File: config.mk
export PLATFORM = sky130hd
export DESIGN_NAME = window_angle_speed_estimator_core_flat
export DESIGN_NICKNAME = d
export VERILOG_FILES = /design/src/design/wase_pkg.sv /design/src/design/wase_if.sv /design/src/design/wase_ring.sv /design/src/design/wase_div.sv /design/src/design/window_angle_speed_estimator_core.sv /design/src/flat_wrapper.sv
export SDC_FILE = /design/constraint.sdc
export NUM_CORES = 2
export LEC_CHECK = 0
export BUFFER_PORTS_ARGS = -buffer_cell sky130_fd_sc_hd__buf_2
export CORE_MARGIN = 2
export CORE_UTILIZATION = 64
export DETAILED_ROUTE_END_ITERATION = 16
export PLACE_DENSITY = 0.87
export SKIP_LAST_GASP = 1
export SLEW_MARGIN = 20
export SYNTH_ARGS = -nofsm -noshare
export SYNTH_HDL_FRONTEND = slang
export SYNTH_HIERARCHICAL = 1
export SYNTH_SLANG_ARGS = --single-unit
File: constraint.sdc
create_clock -name clk -period 7.5 [get_ports clk]
set_clock_uncertainty 0.1 [all_clocks]
set_input_delay 0.75 -clock clk [delete_from_list [all_inputs] [get_ports clk]]
set_output_delay 0.75 -clock clk [all_outputs]
set_load 0.05 [all_outputs]
File: src/design/wase_pkg.sv
// Shared types and constants of the window angle speed estimator.
package wase_pkg;

  typedef logic [15:0]        angle_t;
  typedef logic signed [31:0] speed_t;
  typedef logic signed [15:0] delta_t;

  // Configuration register indexes
  localparam int unsigned      IDX_W      = 2;
  localparam logic [IDX_W-1:0] REG_WINDOW = 2'd0;
  localparam logic [IDX_W-1:0] REG_PERIOD = 2'd1;

  localparam int unsigned WINDOW_W    = 7;
  localparam int unsigned PERIOD_W    = 20;
  localparam int unsigned CFG_DATA_W  = 20;
  localparam logic [WINDOW_W-1:0] WINDOW_RESET = 7'd8;
  localparam logic [PERIOD_W-1:0] PERIOD_RESET = 20'd50;

  // 60e6 us/min * 1000 mrpm/rpm / 65536 counts/turn = 29296875 / 32
  localparam int unsigned SCALE_W     = 25;
  localparam logic [SCALE_W-1:0] SPEED_SCALE = 25'd29296875;
  localparam int unsigned SCALE_SHIFT = 5;

  localparam int unsigned MAG_W       = 16;
  localparam int unsigned PROD_W      = MAG_W + SCALE_W;
  localparam int unsigned DIVIDEND_W  = PROD_W - SCALE_SHIFT;
  localparam int unsigned DIVISOR_W   = WINDOW_W + PERIOD_W;
  localparam int unsigned DIV_CNT_W   = $clog2(DIVIDEND_W);

  localparam logic [DIVIDEND_W-1:0] POS_LIMIT = DIVIDEND_W'(32'h7FFF_FFFF);
  localparam logic [DIVIDEND_W-1:0] NEG_LIMIT = DIVIDEND_W'(32'h8000_0000);
  localparam speed_t SPEED_MAX = 32'sh7FFF_FFFF;
  localparam speed_t SPEED_MIN = 32'sh8000_0000;

endpackage

File: src/design/wase_if.sv
// Handshake channels for angle samples and speed results.
interface wase_angle_if;
  import wase_pkg::*;
  logic   valid;
  logic   ready;
  angle_t angle;
  modport source (output valid, output angle, input ready);
  modport sink   (input valid, input angle, output ready);
endinterface

interface wase_speed_if;
  import wase_pkg::*;
  logic   valid;
  logic   ready;
  speed_t speed_mrpm;
  logic   speed_valid;
  delta_t angle_delta;
  modport source (output valid, output speed_mrpm, output speed_valid, output angle_delta,
                  input ready);
  modport sink   (input valid, input speed_mrpm, input speed_valid, input angle_delta,
                  output ready);
endinterface

File: src/design/wase_ring.sv
// Angle history memory: one write port, one read port with registered data.
module wase_ring #(
  parameter int unsigned DEPTH = 65,
  parameter int unsigned AW    = 7
) (
  input  logic                 clk,
  input  logic                 we,
  input  logic [AW-1:0]        waddr,
  input  wase_pkg::angle_t     wdata,
  input  logic [AW-1:0]        raddr,
  output wase_pkg::angle_t     rdata
);
  import wase_pkg::*;

  angle_t mem [DEPTH];

  always_ff @(posedge clk) begin
    if (we) begin
      mem[waddr] <= wdata;
    end
  end

  always_ff @(posedge clk) begin
    rdata <= mem[raddr];
  end

endmodule

File: src/design/wase_div.sv
// Restoring unsigned divider, one quotient bit per cycle.
module wase_div (
  input  logic                                clk,
  input  logic                                rst,
  input  logic                                start,
  input  logic [wase_pkg::DIVIDEND_W-1:0]     dividend,
  input  logic [wase_pkg::DIVISOR_W-1:0]      divisor,
  output logic                                done,
  output logic [wase_pkg::DIVIDEND_W-1:0]     quotient
);
  import wase_pkg::*;

  logic                  busy;
  logic [DIV_CNT_W-1:0]  cnt;
  logic [DIVISOR_W-1:0]  rem;
  logic [DIVISOR_W-1:0]  dsr;
  logic [DIVIDEND_W-1:0] quo;
  logic [DIVISOR_W:0]    trial;
  logic [DIVISOR_W:0]    diff;
  logic                  ge;

  assign trial    = {rem, quo[DIVIDEND_W-1]};
  assign ge       = trial >= {1'b0, dsr};
  assign diff     = trial - {1'b0, dsr};
  assign quotient = quo;

  always_ff @(posedge clk) begin
    if (rst) begin
      busy <= 1'b0;
      done <= 1'b0;
    end else begin
      done <= 1'b0;
      if (start) begin
        busy <= 1'b1;
      end else if (busy && cnt == '0) begin
        busy <= 1'b0;
        done <= 1'b1;
      end
    end
  end

  always_ff @(posedge clk) begin
    if (start) begin
      quo <= dividend;
      rem <= '0;
      dsr <= divisor;
      cnt <= DIV_CNT_W'(DIVIDEND_W - 1);
    end else if (busy) begin
      rem <= ge ? diff[DIVISOR_W-1:0] : trial[DIVISOR_W-1:0];
      quo <= {quo[DIVIDEND_W-2:0], ge};
      cnt <= cnt - 1'b1;
    end
  end

endmodule

File: src/design/window_angle_speed_estimator_core.sv
// Top level of the sliding-window angle speed estimator.
//
// Usage: angle samples enter on the sample channel (valid/ready); every
// accepted word yields exactly one word on the result channel with the
// speed in milli-rpm, a valid flag and the wrapped angle change over the
// window. The angle history sits in a memory of MAX_WINDOW+1 entries.
// Registers are written through wr_en/wr_index/wr_data; the user must write
// them only while idle, which the block itself does not enforce. Writing the
// window register restarts the fill. A word that yields a speed passes the
// states delta, multiply, start, the serial divider, saturate and emit;
// a word taken while the window fills, or with the window or period out of
// range, goes from idle straight to emit. One word is in work at a time;
// sample.ready is high in idle.
// The result sits in an output register, so the next sample is accepted
// while the receiver stalls; a finished result then waits until the
// output register frees up.
// Reset clears the fill state and loads window 8 and period 50 us; the
// memory needs no clearing since every entry is written before it is read.
module window_angle_speed_estimator_core #(
  parameter int unsigned MAX_WINDOW = 64
) (
  input  logic                                clk,
  input  logic                                rst,
  input  logic                                wr_en,
  input  logic [wase_pkg::IDX_W-1:0]          wr_index,
  input  logic [wase_pkg::CFG_DATA_W-1:0]     wr_data,
  wase_angle_if.sink                          sample,
  wase_speed_if.source                        result
);
  import wase_pkg::*;

  localparam int unsigned DEPTH = MAX_WINDOW + 1;
  localparam int unsigned AW    = $clog2(DEPTH);
  localparam int unsigned PW    = $clog2(MAX_WINDOW + 2);

  localparam logic [2:0] S_IDLE  = 3'd0;
  localparam logic [2:0] S_DELTA = 3'd1;
  localparam logic [2:0] S_MUL   = 3'd2;
  localparam logic [2:0] S_START = 3'd3;
  localparam logic [2:0] S_DIV   = 3'd4;
  localparam logic [2:0] S_SAT   = 3'd5;
  localparam logic [2:0] S_EMIT  = 3'd6;

  logic [2:0]          state;
  logic [WINDOW_W-1:0] window;
  logic [PERIOD_W-1:0] period;
  logic [PW-1:0]       wp;
  logic [PW-1:0]       fill;

  angle_t              angle_q;
  delta_t              delta_q;
  logic                neg_q;
  logic [MAG_W-1:0]    mag_q;
  logic [PROD_W-1:0]   prod_q;
  logic [DIVISOR_W-1:0] divisor_q;

  speed_t              res_speed;
  logic                res_valid;
  delta_t              res_delta;

  logic                out_valid;
  speed_t              out_speed;
  logic                out_svalid;
  delta_t              out_delta;

  logic                accept;
  logic                cfg_ok;
  logic [PW-1:0]       size_p;
  logic [PW-1:0]       wp_eff;
  logic [PW-1:0]       wp_inc;
  logic [PW-1:0]       wp_new;
  logic [PW-1:0]       fill_new;
  logic                full;
  angle_t              oldest;
  delta_t              delta_c;
  logic                div_done;
  logic [DIVIDEND_W-1:0] quotient;
  logic                load_out;

  assign sample.ready = (state == S_IDLE);
  assign accept       = sample.valid && sample.ready;

  assign cfg_ok   = (window != '0) && (32'(window) <= MAX_WINDOW) && (period != '0);
  assign size_p   = PW'(window) + PW'(1);
  assign wp_eff   = (wp >= size_p) ? '0 : wp;
  assign wp_inc   = wp_eff + PW'(1);
  assign wp_new   = (wp_inc == size_p) ? '0 : wp_inc;
  assign fill_new = (fill < size_p) ? fill + PW'(1) : fill;
  assign full     = (fill_new == size_p);

  wase_ring #(.DEPTH(DEPTH), .AW(AW)) u_ring (
    .clk   (clk),
    .we    (accept && cfg_ok),
    .waddr (wp_eff[AW-1:0]),
    .wdata (sample.angle),
    .raddr (wp_new[AW-1:0]),
    .rdata (oldest)
  );

  wase_div u_div (
    .clk      (clk),
    .rst      (rst),
    .start    (state == S_START),
    .dividend (prod_q[PROD_W-1:SCALE_SHIFT]),
    .divisor  (divisor_q),
    .done     (div_done),
    .quotient (quotient)
  );

  assign delta_c  = delta_t'(angle_q - oldest);
  assign load_out = (state == S_EMIT) && (!out_valid || result.ready);

  // Control: state, fill tracking, registers
  always_ff @(posedge clk) begin
    if (rst) begin
      state  <= S_IDLE;
      window <= WINDOW_RESET;
      period <= PERIOD_RESET;
      wp     <= '0;
      fill   <= '0;
    end else begin
      case (state)
        S_IDLE: begin
          if (accept) begin
            if (cfg_ok) begin
              wp   <= wp_new;
              fill <= fill_new;
            end
            state <= (cfg_ok && full) ? S_DELTA : S_EMIT;
          end
        end
        S_DELTA: state <= S_MUL;
        S_MUL:   state <= S_START;
        S_START: state <= S_DIV;
        S_DIV:   if (div_done) state <= S_SAT;
        S_SAT:   state <= S_EMIT;
        S_EMIT:  if (load_out) state <= S_IDLE;
        default: state <= S_IDLE;
      endcase
      if (wr_en) begin
        if (wr_index == REG_WINDOW) begin
          window <= wr_data[WINDOW_W-1:0];
          wp     <= '0;
          fill   <= '0;
        end else if (wr_index == REG_PERIOD) begin
          period <= wr_data[PERIOD_W-1:0];
        end
      end
    end
  end

  // Datapath
  always_ff @(posedge clk) begin
    if (state == S_IDLE && accept) begin
      angle_q   <= sample.angle;
      res_speed <= '0;
      res_valid <= 1'b0;
      res_delta <= '0;
    end
    if (state == S_DELTA) begin
      delta_q <= delta_c;
      neg_q   <= delta_c[15];
      mag_q   <= delta_c[15] ? MAG_W'(-delta_c) : MAG_W'(delta_c);
    end
    if (state == S_MUL) begin
      prod_q    <= PROD_W'(mag_q) * PROD_W'(SPEED_SCALE);
      divisor_q <= DIVISOR_W'(window) * DIVISOR_W'(period);
    end
    if (state == S_SAT) begin
      res_valid <= 1'b1;
      res_delta <= delta_q;
      if (!neg_q) begin
        res_speed <= (quotient > POS_LIMIT) ? SPEED_MAX : speed_t'(quotient[31:0]);
      end else begin
        res_speed <= (quotient > NEG_LIMIT) ? SPEED_MIN : speed_t'(-quotient[31:0]);
      end
    end
  end

  // Output register: hold the word until taken
  always_ff @(posedge clk) begin
    if (rst) begin
      out_valid <= 1'b0;
    end else if (load_out) begin
      out_valid <= 1'b1;
    end else if (result.ready) begin
      out_valid <= 1'b0;
    end
  end

  always_ff @(posedge clk) begin
    if (load_out) begin
      out_speed  <= res_speed;
      out_svalid <= res_valid;
      out_delta  <= res_delta;
    end
  end

  assign result.valid       = out_valid;
  assign result.speed_mrpm  = out_speed;
  assign result.speed_valid = out_svalid;
  assign result.angle_delta = out_delta;

endmodule
File: src/flat_wrapper.sv
// flat-port wrapper written by rule: the top's interface ports become plain ports
module window_angle_speed_estimator_core_flat import wase_pkg::*;
#(
  parameter int unsigned MAX_WINDOW = 64
)
  (clk, rst, wr_en, wr_index, wr_data, sample_valid, sample_angle, sample_ready, result_valid, result_speed_mrpm, result_speed_valid, result_angle_delta, result_ready);
  wase_angle_if sample_i ();
  wase_speed_if result_i ();
  input  logic clk;
  input  logic rst;
  input  logic wr_en;
  input  logic [wase_pkg::IDX_W-1:0] wr_index;
  input  logic [wase_pkg::CFG_DATA_W-1:0] wr_data;
  input wire logic [$bits(sample_i.valid)-1:0] sample_valid;
  input wire logic [$bits(sample_i.angle)-1:0] sample_angle;
  output wire logic [$bits(sample_i.ready)-1:0] sample_ready;
  output wire logic [$bits(result_i.valid)-1:0] result_valid;
  output wire logic [$bits(result_i.speed_mrpm)-1:0] result_speed_mrpm;
  output wire logic [$bits(result_i.speed_valid)-1:0] result_speed_valid;
  output wire logic [$bits(result_i.angle_delta)-1:0] result_angle_delta;
  input wire logic [$bits(result_i.ready)-1:0] result_ready;
  assign sample_i.valid = sample_valid;
  assign sample_i.angle = sample_angle;
  assign sample_ready = sample_i.ready;
  assign result_valid = result_i.valid;
  assign result_speed_mrpm = result_i.speed_mrpm;
  assign result_speed_valid = result_i.speed_valid;
  assign result_angle_delta = result_i.angle_delta;
  assign result_i.ready = result_ready;
  window_angle_speed_estimator_core #(.MAX_WINDOW(MAX_WINDOW)) u_core (.clk(clk), .rst(rst), .wr_en(wr_en), .wr_index(wr_index), .wr_data(wr_data), .sample(sample_i), .result(result_i));
endmodule
=== After elaboration in Yosys (flattened, before gate mapping) ===
Memories as Yosys holds them, arrays and structs flattened. A register that Yosys moved wholly into a read port is not among the register bits.
Cells that the tools add are included.
W data, S select, Z words.

* Reduce and logical (&&, ||, !) cells: 23
* Equality and inequality tests: 12
* Bitwise logic cells: 1
* Add/sub/neg operators: 8
* Multiply operators: 2
* Multiplexer cells: 36
* Magnitude comparators: 6

{| class="wikitable"
|+ Operators by type and width
! cell !! count
|-
| $mux W32 || 5
|-
| $mux W7 || 13
|-
| $mux W36 || 2
|-
| $mul A16 B25 Y41 const B || 1
|-
| $gt A36 B31 Y1 const B || 1
|-
| $gt A36 B32 Y1 const B || 1
|-
| $mux W16 || 2
|-
| $neg A32 Y32 || 1
|-
| $ge A28 B27 Y1 || 1
|-
| $mul A7 B20 Y27 || 1
|-
| $mux W27 || 1
|-
| $sub A27 B27 Y27 || 1
|-
| $add A7 B1 Y7 const B || 3
|-
| $pmux W3 S7 || 1
|-
| $reduce_bool A20 Y1 || 1
|-
| $neg A16 Y16 || 1
|-
| $sub A16 B16 Y16 || 1
|-
| $mux W15 || 1
|-
| $eq A7 B7 Y1 || 2
|-
| $mux W3 || 4
|-
| $eq A3 B3 Y1 const B || 3
|-
| $logic_and A1 B1 Y1 || 8
|-
| $reduce_bool A2 Y1 || 4
|-
| $ge A7 B7 Y1 || 1
|-
| 19 further kinds || 28
|}

* Input port bits: 43
* Register bits after elaboration: 358
* Output and inout bits: 51
* Logic and storage cells: 114
* Memories kept: 1
* Memory bits (writable): 1040

{| class="wikitable"
|+ Memory list
! name !! words !! bits a word !! read ports !! clocked after memory_dff !! wr ports !! line !! text
|-
| u_core.u_ring.mem || 65 || 16 || 1 || 1 || 1 || wase_ring.sv:15 || <nowiki>angle_t mem [DEPTH];</nowiki>
|}

=== Depth between registers and ports, before layout ===
* Word-level depth: 11
* Depth in mapped cells: 31
* Depth with buffers taken out: 25

=== Hierarchy ===
Netlist, hierarchy kept.

{| class="wikitable"
|+ Modules (own cells, without submodules)
! module !! area an instance (um^2) !! sequential area each (um^2) !! times used !! cells an instance
|-
| wase_ring || 40294.9 || 31550.3 || 1 || 1919
|-
| window_angle_speed_estimator_core || 22027.4 || 7136.8 || 1 || 2141
|-
| wase_div || 5584.1 || 2592.5 || 1 || 546
|}

=== Worst setup path before layout ===
Ideal clock, no wire load.

* Kind: reg-to-reg
* Start point: reg u_core.mag_q[4]
* End point: reg u_core.prod_q[34], data pin
* Stages on the path, launching flop included: 21
* Library setup time: 0.261 ns
* Path buffers: 0
* Period minus slack after synthesis: 6.070 ns
* Arrival: 5.709 ns
* Slack: 1.430 ns
* Data required time: 7.139 ns
* Path through: edfxtp_1 > fa_1 > fa_1 > inv_1 > fa_1 > inv_1 > fa_1 > fa_1 > inv_1 > fa_1 > inv_1 > ha_1 > nand3_1 > nand2_1 > a221oi_1 > o211ai_1 > and3_1 > o21a_1 > o21a_1 > o21a_1 > a311o_1

* Longest elaborated chain between the ends: 1

{| class="wikitable"
|+ Ends and longest elaborated chain
! item !! line !! text
|-
| start, declared || window_angle_speed_estimator_core.sv:53 || <nowiki>logic [MAG_W-1:0] mag_q;</nowiki>
|-
| start signal, assigned || window_angle_speed_estimator_core.sv:163 || <nowiki>mag_q <= delta_c[15] ? MAG_W'(-delta_c) : MAG_W'(delta_c);</nowiki>
|-
| $mul A16 B25 Y41 || window_angle_speed_estimator_core.sv:166 || <nowiki>prod_q <= PROD_W'(mag_q) * PROD_W'(SPEED_SCALE);</nowiki>
|-
| end signal, assigned || window_angle_speed_estimator_core.sv:166 ||
|-
| end, declared || window_angle_speed_estimator_core.sv:54 || <nowiki>logic [PROD_W-1:0] prod_q;</nowiki>
|}

No other way between the ends.
A chain may end at the register's enable or synchronous reset.

=== Final worst setup path ===
* Start point: reg u_core.window[0]
* End point: reg u_core.u_ring.rdata[2], read port of u_core.u_ring.mem

* Longest elaborated chain between the ends: 6

{| class="wikitable"
|+ Ends and longest elaborated chain
! item !! line !! text
|-
| start, declared || window_angle_speed_estimator_core.sv:45 || <nowiki>logic [WINDOW_W-1:0] window;</nowiki>
|-
| start signal, assigned || window_angle_speed_estimator_core.sv:142 || <nowiki>window <= wr_data[WINDOW_W-1:0];</nowiki>
|-
| $add A7 B1 Y7 * || window_angle_speed_estimator_core.sv:84 || <nowiki>assign size_p = PW'(window) + PW'(1);</nowiki>
|-
| $ge A7 B7 Y1 * || window_angle_speed_estimator_core.sv:85 || <nowiki>assign wp_eff = (wp >= size_p) ? '0 : wp;</nowiki>
|-
| $mux W7 * || window_angle_speed_estimator_core.sv:85 ||
|-
| named net u_core.wp_eff[0] || window_angle_speed_estimator_core.sv:69 || <nowiki>logic [PW-1:0] wp_eff;</nowiki>
|-
| $add A7 B1 Y7 * || window_angle_speed_estimator_core.sv:86 || <nowiki>assign wp_inc = wp_eff + PW'(1);</nowiki>
|-
| $eq A7 B7 Y1 || window_angle_speed_estimator_core.sv:87 || <nowiki>assign wp_new = (wp_inc == size_p) ? '0 : wp_inc;</nowiki>
|-
| $mux W7 * || window_angle_speed_estimator_core.sv:87 ||
|-
| named net u_core.wp_new[0] || window_angle_speed_estimator_core.sv:71 || <nowiki>logic [PW-1:0] wp_new;</nowiki>
|-
| end, declared || wase_ring.sv:11 || <nowiki>output wase_pkg::angle_t rdata</nowiki>
|}

Mark *: on every way through the listed nets, which the timed path passes. The rest lies on a longest branch.

==> results.ini <==
[status]
outcome = complete, no violations

[drt]
route.met2.wl_um = 85800
drt_iter0_markers = 5967
dr_wl_met3_um = 18300
vias = 41900
routed_wl_um = 174000
maxUsedRoutingLayer = met5
drc = 0
via_per_inst = 6.66
wl_met1_um = 59500
wire_per_inst_um = 27.6
dr.pass1.iters = 9
drtAntennaViolNets = 0

[run]
max-cap-violations = 0

[layout]
drive_gt1_frac = 0.159
finalNonFillerCells = 6290
area_delta_synth_final_pct = 10.6
fin_nets = 5332
mostFrequentLayoutCells = edfxtp_1 (1310), inv_1 (375), nand2_1 (319), ha_1 (274), nor2_1 (245)
layout_commonest_cell = edfxtp_1
antenna_cells = 0

[cts]
cts_buffer_depth = 3
h-tree-depth = 4
path_clk_slew_ns = 0.06
post_cts_buffers = 0
cts_root_buf = clkbuf_16
tritoncts = built
cts_hold_repair.buffers = 0
cts_resized = 0
numClockSinks = 1407
numCtsBuffers = 138
clk_latency_ns = 0.77

[die]
initial_core_util = 0.645
io_pins = 94
rows = 119
coreArea_um2 = 105000
die_h_um = 330
die_w_um = 330
die_area_um2 = 109000

[grt]
track_usage = 0.326
grt_first_pass_wirelength_um = 262000
grt-ovfl-total = 0
antenna_found_initial = 3
grt_pass1_vias = 42200
grt_max_degree = 81

[placed_design]
gp_congestion = 0.954
dp.cells = 6040
portBuffers = 93
place_hpwl_um = 106000

[synth]
ys_ff_latch = 1407
synth-edff-count = 1310
synth-main-ff-cell = edfxtp_1
yosysWarnings = 6
syn_area_um2 = 67900
ys_types = 90
netlist_instances = 4606
syn_avg_cell_area_um2 = 14.7
synthArstFlopShare = 0
synth_nets = 5149
yosysSeqAreaShare = 0.608

[worst_setup_path]
cpPeakStageDelay_ns = 0.55
worstPathRequired_ns = 8.01
reg2reg_depth = 25
worstSetupStartpointType = register
r2r_end = u_core/u_ring/rdata[2]
r2r_slack_ns = 0.27
arrival_ns = 7.73
path_max_fanout = 34
end_kind = register
worstSetupPathType = reg2reg
r2r_start = u_core/window[0]
slowest_stage = a21oi_1

[hold_path]
hp-class = in2reg
min_to = u_core/period[14]
hp-start = wr_data[14]
min_path_cells = 3

[sta]
relSlewSlack = 0.241
max_clock_freq_ghz = 0.138
period_needed_ns = 7.23
hold_viol_final = 0
finalMaxSlewViolations = 0
min_period_over_period = 0.964
worst_pin_slew_ns = 1.14
rsz0062_at_grt = false
tns_ns = 0
setup_viol = 0

[pwr]
power_density_nw_per_um2 = 507
ir_drop_mv = 1.41
p_leak_nw = 27.2

## worst max path at each step
stage / start / endpoint / slack, ns / depth (start not counted)
after global routing: u_core/window[0] / u_core/u_ring/rdata[9] / 0.08 / 24
after detailed placement: u_core/window[0] / u_core/u_ring/rdata[10] / 0.26 / 25
after CTS: u_core/window[0] / u_core/u_ring/rdata[10] / 0.05 / 23
after global placement: u_core/window[0] / u_core/u_ring/rdata[10] / 0.69 / 25
after floorplan: u_core/mag_q[4] / u_core/prod_q[34] / 1.43 / 20
final: u_core/window[0] / u_core/u_ring/rdata[2] / 0.27 / 25
## kinds of logic after synthesis
| kind of cell | Yosys count | share of synthesized area |
|---|---|---|
| and+or+nand+nor | 964 | 0.0680 |
| DFF | 1407 | 0.608 |
| adders and majority gates | 500 | 0.117 |
| muxes | 398 | 0.0953 |
| AOI/OAI and AO/OA | 627 | 0.0597 |
| xor gates and xnor gates | 133 | 0.0172 |
| buffers and inverters | 577 | 0.0348 |
## cells in the mapped netlist, drive strengths merged, types with 64 or more instances
cell type / instances / area share
a21oi: 192 / 0.014
a22oi: 65 / 0.0072
and2: 67 / 0.0062
buf: 75 / 0.0070
clkbuf: 127 / 0.0070
dfxtp: 97 / 0.029
edfxtp: 1310 / 0.58
fa: 226 / 0.067
ha: 274 / 0.050
inv: 375 / 0.021
mux2: 69 / 0.011
mux2i: 137 / 0.020
mux4: 192 / 0.064
nand2: 321 / 0.018
nand3: 64 / 0.0047
nor2: 260 / 0.014
o21ai: 100 / 0.0074
xnor2: 75 / 0.0097
## report_power, final
group | leakage (nW) | internal, mW | switching [mW]
combinational | 12.4 | 8.86 | 11.7
sequential | 12.7 | 10.4 | 0.311
clock | 2.16 | 3.79 | 3.09
total | 27.2 | 23.0 | 15.1
## state kept, by name (all words and copies together) (netlist names), 16 cells and up
| register | cells |
|---|---|
| u_core/u_ring/mem | 1040 |
| u_core/prod_q | 36 |
| u_core/u_div/quotient | 36 |
| u_core/res_speed | 32 |
| u_core/result.speed_mrpm | 32 |
| u_core/divisor_q | 27 |
| u_core/u_div/dsr | 27 |
| u_core/u_div/rem | 27 |
| u_core/period | 20 |
| u_core/angle_q | 16 |
| u_core/delta_q | 16 |
| u_core/res_delta | 16 |
| u_core/result.angle_delta | 16 |
| u_core/u_ring/rdata | 16 |
## cell type report
cell class / count / area [um^2]
Fill cell: 6094 / 30100
Clock buffer: 178 / 3710
Timing Repair Buffer: 245 / 1750
Inverter: 375 / 1410
Clock inverter: 72 / 742
Sequential cell: 1407 / 41300
Tap cell: 1391 / 1740
Multi-Input combinational cell: 2622 / 24500
## worst max-delay path: cells and delay by family, from the launching register on
kind	cells	cell delay, ns
mux	1	0.52
fa+ha+maj	3	0.95
simple gates	5	1.19
flops	1	0.47
compound gates	10	2.32
xor+xnor	1	0.44
buf+inv	5	1.08
## stage by stage
stage / total power, mW / utilization / hold WS, ns / setup slack, ns / instance area (um^2)
4_1_cts: 38.0 / 0.713 / 0.111 / 0.0537 / 75100
2_1_floorplan: 26.4 / - / 0.300 / 1.43 / 67900
3_5_place_dp: 30.9 / 0.671 / 0.305 / 0.258 / 70600
3_3_place_gp: 30.2 / 0.671 / 0.301 / 0.686 / 70600
6_report: 38.1 / 0.714 / 0.142 / 0.271 / 75100
5_1_grt: 41.1 / 0.714 / 0.143 / 0.0824 / 75100
## routing by layer
metal | up-vias | track usage
met2 | 3069 | 0.542
met4 | 4 | 0.166
met1 | 20700 | 0.410
met5 | - | 0
met3 | 658 | 0.0669
li1 | 17500 | -
(Power assumes the default switching activity.)
